--- config.mk ---
export PLATFORM = sky130hd
export DESIGN_NAME = scx_front
export DESIGN_NICKNAME = d
export VERILOG_FILES = /design/src/hdl/scx_pkg.sv /design/src/hdl/scx_front.sv
export SDC_FILE = /design/constraint.sdc
export NUM_CORES = 1
export LEC_CHECK = 0
export BUFFER_PORTS_ARGS = -buffer_cell sky130_fd_sc_hd__buf_2
export CORE_ASPECT_RATIO = 0.8
export CORE_MARGIN = 1
export CORE_UTILIZATION = 50
export DETAILED_ROUTE_END_ITERATION = 12
export GPL_ROUTABILITY_DRIVEN = 0
export PLACE_DENSITY = 0.8
export SKIP_CTS_REPAIR_TIMING = 1
export SLEW_MARGIN = 0
export SYNTH_ARGS = -nofsm -noshare
export SYNTH_HDL_FRONTEND = slang
export SYNTH_SLANG_ARGS = --single-unit
--- constraint.sdc ---
create_clock -name clk -period 3.95 [get_ports clk]
set_input_delay 0.395 -clock clk [delete_from_list [all_inputs] [get_ports clk]]
set_output_delay 0.395 -clock clk [all_outputs]
set_load 0.01 [all_outputs]
--- src/hdl/scx_pkg.sv ---
package scx_pkg;

    // One input word as it travels through the front queue
    typedef struct packed {
        logic [7:0] data_byte;
        logic       begin_req;
        logic       last;
    } scx_item_t;

    // Keystream word write from the block engine into the keystream buffer
    typedef struct packed {
        logic        valid;
        logic [3:0]  addr;
        logic [31:0] data;
        logic        done;
    } scx_ks_wr_t;

    localparam int STATE_WORDS   = 16;
    localparam int DOUBLE_ROUNDS = 10;
    localparam int HALF_ROUNDS   = 2 * DOUBLE_ROUNDS;
    localparam int LANES         = 4;

    localparam int ROT_A = 16;
    localparam int ROT_B = 12;
    localparam int ROT_C = 8;
    localparam int ROT_D = 7;

    localparam logic [31:0] SIGMA_0 = 32'h6170_7865;
    localparam logic [31:0] SIGMA_1 = 32'h3320_646e;
    localparam logic [31:0] SIGMA_2 = 32'h7962_2d32;
    localparam logic [31:0] SIGMA_3 = 32'h6b20_6574;

    localparam int CFG_INDEX_W = 3;
    localparam int CFG_DATA_W  = 64;

    localparam logic [CFG_INDEX_W-1:0] REG_KEY_0      = 3'd0;
    localparam logic [CFG_INDEX_W-1:0] REG_KEY_1      = 3'd1;
    localparam logic [CFG_INDEX_W-1:0] REG_KEY_2      = 3'd2;
    localparam logic [CFG_INDEX_W-1:0] REG_KEY_3      = 3'd3;
    localparam logic [CFG_INDEX_W-1:0] REG_NONCE_LOW  = 3'd4;
    localparam logic [CFG_INDEX_W-1:0] REG_NONCE_HIGH = 3'd5;
    localparam logic [CFG_INDEX_W-1:0] REG_INIT_CTR   = 3'd6;

    function automatic logic [31:0] rotl32(input logic [31:0] v, input int n);
        return (v << n) | (v >> (32 - n));
    endfunction

endpackage

--- src/hdl/scx_front.sv ---
module scx_front
    import scx_pkg::*;
#(
    parameter int DEPTH = 4
)
(
    input  logic      clk,
    input  logic      rst_n,
    input  logic      push,
    output logic      full,
    input  scx_item_t item_in,
    input  logic      pop,
    output logic      empty,
    output scx_item_t head
);

    localparam int PTR_W = (DEPTH > 1) ? $clog2(DEPTH) : 1;
    localparam int CNT_W = $clog2(DEPTH + 1);

    scx_item_t          slots [DEPTH];
    logic [PTR_W-1:0]   wr_ptr_reg, wr_ptr_next;
    logic [PTR_W-1:0]   rd_ptr_reg, rd_ptr_next;
    logic [CNT_W-1:0]   count_reg, count_next;
    logic               do_push, do_pop;

    assign full    = (count_reg == CNT_W'(DEPTH));
    assign empty   = (count_reg == '0);
    assign do_push = push && !full;
    assign do_pop  = pop && !empty;
    assign head    = slots[rd_ptr_reg];

    always_comb
    begin
        wr_ptr_next = wr_ptr_reg;
        rd_ptr_next = rd_ptr_reg;
        count_next  = count_reg;
        if (do_push)
        begin
            wr_ptr_next = (wr_ptr_reg == PTR_W'(DEPTH - 1)) ? '0 : wr_ptr_reg + 1'b1;
        end
        if (do_pop)
        begin
            rd_ptr_next = (rd_ptr_reg == PTR_W'(DEPTH - 1)) ? '0 : rd_ptr_reg + 1'b1;
        end
        if (do_push && !do_pop)
        begin
            count_next = count_reg + 1'b1;
        end
        else if (do_pop && !do_push)
        begin
            count_next = count_reg - 1'b1;
        end
    end

    always_ff @(posedge clk or negedge rst_n)
    begin
        if (!rst_n)
        begin
            wr_ptr_reg <= '0;
            rd_ptr_reg <= '0;
            count_reg  <= '0;
        end
        else
        begin
            wr_ptr_reg <= wr_ptr_next;
            rd_ptr_reg <= rd_ptr_next;
            count_reg  <= count_next;
        end
    end

    always_ff @(posedge clk)
    begin
        if (do_push)
        begin
            slots[wr_ptr_reg] <= item_in;
        end
    end

endmodule

==> metrics.md <==
| Metric | Value |
|---|---|
| Max-slew headroom | 0.354 |
| Die height | 57.7 um |
| WHS | roughly 0.31 ns |
| I/O pins | 26 |
| Synth unique cells | 20 |
| Top delay family on crit path | flip-flops |
| Final net count | 141 |
| Num CTS Buffers | 5 |
| # clock sinks | 47 |
| Die width | between 70 and 80 um |
| Synth Net Count | 110 |
| # DRC | 0 |
| Remaining antenna violation count | 0 |
| Post-route minimum period | 2.23 ns |
| Status | finished, final reports clean |
| First-pass GRT wire length | 4.53 mm |
| GRT Util Overall | 0.158 |
| TritonRoute pass-1 iters | 4 |
| Slew Limit Fails | 0 |
| Largest net degree at the start of global routing | 15 |
| Routed vias | 882 |
| Unrepaired setup endpoints after global routing | no |
| VDD IR max | 0.391 mV |
| Worst path depth | 2 |
| Pwr dens | 735 mW/mm^2 |
| Register-to-Register Path Depth | 8 |
| Initial antenna violation count | 0 |
| Synthesized area | 0.00194 mm^2 |
| Clock buffer depth | 2 |
| Avg WL per Cell | around 17 um |
| Leakage dissipation | 0.000869 uW |
| Detailed Place HPWL | roughly 1.9 mm |
| Register area share after synthesis | 0.709 |
| ANT cells | 0 |
| Initial Util | 0.544 |
| CP Cell Sequence | mux4_1, buf_2 |
| Worst path bufs/invs | 1 |
| Max reg flops | 40 |
| Fmax achieved | 0.448 GHz |
| Core Area | about 0.0036 mm^2 |
| Final Hold Viols | 0 |
| CTS tree | yes |
| Worst setup SP type | register |
| Hold depth | 1 |
| Slowest stage cell, crit path | dfrtp_1 |
| Mean post-synth cell area | 21.8 um^2 |
| Final wirelength | 2.77 mm |
| Clock latency on the worst-skew pair | 0.29 ns |
| Yosys warns | 0 |
| Setup Viol. Count Final | 0 |
| Layout cell share with drive strength beyond 1 | 0.347 |
| CP Data Required Time | 3.56 ns |
| Via/cell ratio | 5.41 |
| Crit share post-route | 0.565 |
| Total gr overflow | 0 |
| CP endpoint kind | output port |
| Area Overhead vs Synth | 15.7% |
| Data arrival, critical path | ~1.8 ns |
| Vias in the first global route | 892 |
| Full die area | between 0.004 and 0.005 mm^2 |
| IO buf count | 25 |
| Clk root buf | clkbuf_8 |
| Post-Route Setup TNS | 0 ns |
| Worst setup path class | register to output port |
| Cells after Synth | 89 |
| Worst-path clk slew | 0.08 ns |
| Number of synthesized register bits | 47 |
| Min-Delay Path Class | primary input to register |
| Rows | 19 |
| Max-cap violations | 0 |
| Worst Path Max Fanout | 13 |
| Skew final | between 0.004 and 0.005 ns |
| Initial DRC count | 53 |
| CTS H-tree lvls | 2 |
| CP peak stage delay | 0.75 ns |
| Slew @ Worst Pin | between 0.9 and 1 ns |
per-stage QoR:
| stage | total power, uW | area, um^2 | worst slack (ns) | std cells | util |
|---|---|---|---|---|---|
| floorplan | 1120 | 1940 | 1.87 | 89 | - |
| global placement | 1250 | 2100 | 2.00 | 154 | 0.589 |
| detailed placement | 1270 | 2100 | 1.93 | 154 | 0.589 |
| CTS | 1670 | 2230 | 1.67 | 162 | 0.627 |
| global route | 1750 | 2240 | 1.60 | 163 | 0.629 |
| finish | 1650 | 2240 | 1.72 | 163 | 0.629 |
path summary, 6_finish.rpt:
kind	from	end	slack, ns
max	rd_ptr_reg[0]	head[0]	1.72
min reg2reg	count_reg[2]	count_reg[2]	0.51
max in group asynchronous	rst_n	count_reg[2]	3.33
min	item_in[8]	slots[1][8]	0.31
max reg2reg	count_reg[1]	count_reg[2]	1.89
min in group asynchronous	rst_n	wr_ptr_reg[1]	0.46
final cells by class:
class / count / area [um^2]
sequential: 47 / 1380
fill: 255 / 1320
multi-input combinational: 37 / 537
timing repair buffer: 26 / 135
clock buffer: 6 / 72.6
clock inverter: 2 / 60.1
tap: 42 / 52.6
inverter: 3 / 11.3
placed cells by master (no fill, tap or decap):
master,count
dlygate4sd3_1,1
mux4_2,2
mux2_4,4
mux2_2,1
buf_2,25
and2_1,3
edfxtp_1,40
nand2b_4,1
ha_1,6
nor2_1,4
clkbuf_8,5
xor2_1,2
nor3b_4,1
fa_1,1
dfrtp_1,7
mux4_1,8
bufinv_16,2
nor3_1,1
inv_1,3
clkbuf_1,1
nor2b_4,1
nand2_1,1
xnor2_1,1
per-layer routing:
| metal | share of wire | GRT usage |
|---|---|---|
| met1 | 0.44 | 0.196 |
| met4 | 0.014 | 0.0588 |
| met5 | 0 | 0 |
| met3 | 0.043 | 0.0643 |
| met2 | 0.50 | 0.253 |
cell usage after synthesis, drive strengths merged:
cell,instances,area share
nor3,1,0.0026
nor2b,1,0.0071
xnor2,1,0.0045
nand2b,1,0.0071
xor2,2,0.0090
buf,2,0.0084
inv,3,0.0058
mux2,5,0.037
nor3b,1,0.0097
and2,3,0.0097
ha,6,0.039
nand2,1,0.0019
nor2,4,0.0077
fa,1,0.010
edfxtp,40,0.62
mux4,10,0.13
dfrtp,7,0.090
where the power goes:
part | leakage (uW) | total (uW) | internal, uW | switching [uW]
clock | 0.0000654 | 400 | 253 | 148
sequential | 0.000449 | 774 | 668 | 105
combinational | 0.000355 | 476 | 269 | 207
total | 0.000869 | 1650 | 1190 | 460
worst reg2reg max path, delay by kind of cell (launching register included):
family	cells	cell delay (ns)
flops	1	0.46
fa+ha+maj	2	0.55
simple gates	3	0.63
buf+inv	1	0.06
xor+xnor	2	0.31
cell families after synthesis:
group	Yosys count	synth area share
DFF	47	0.709
muxes	15	0.168
and+or+nand+nor	12	0.0458
adders and majority gates	7	0.0490
buffers and inverters	5	0.0142
xor gates and xnor gates	3	0.0135
Power figures use the tool's default switching activity.
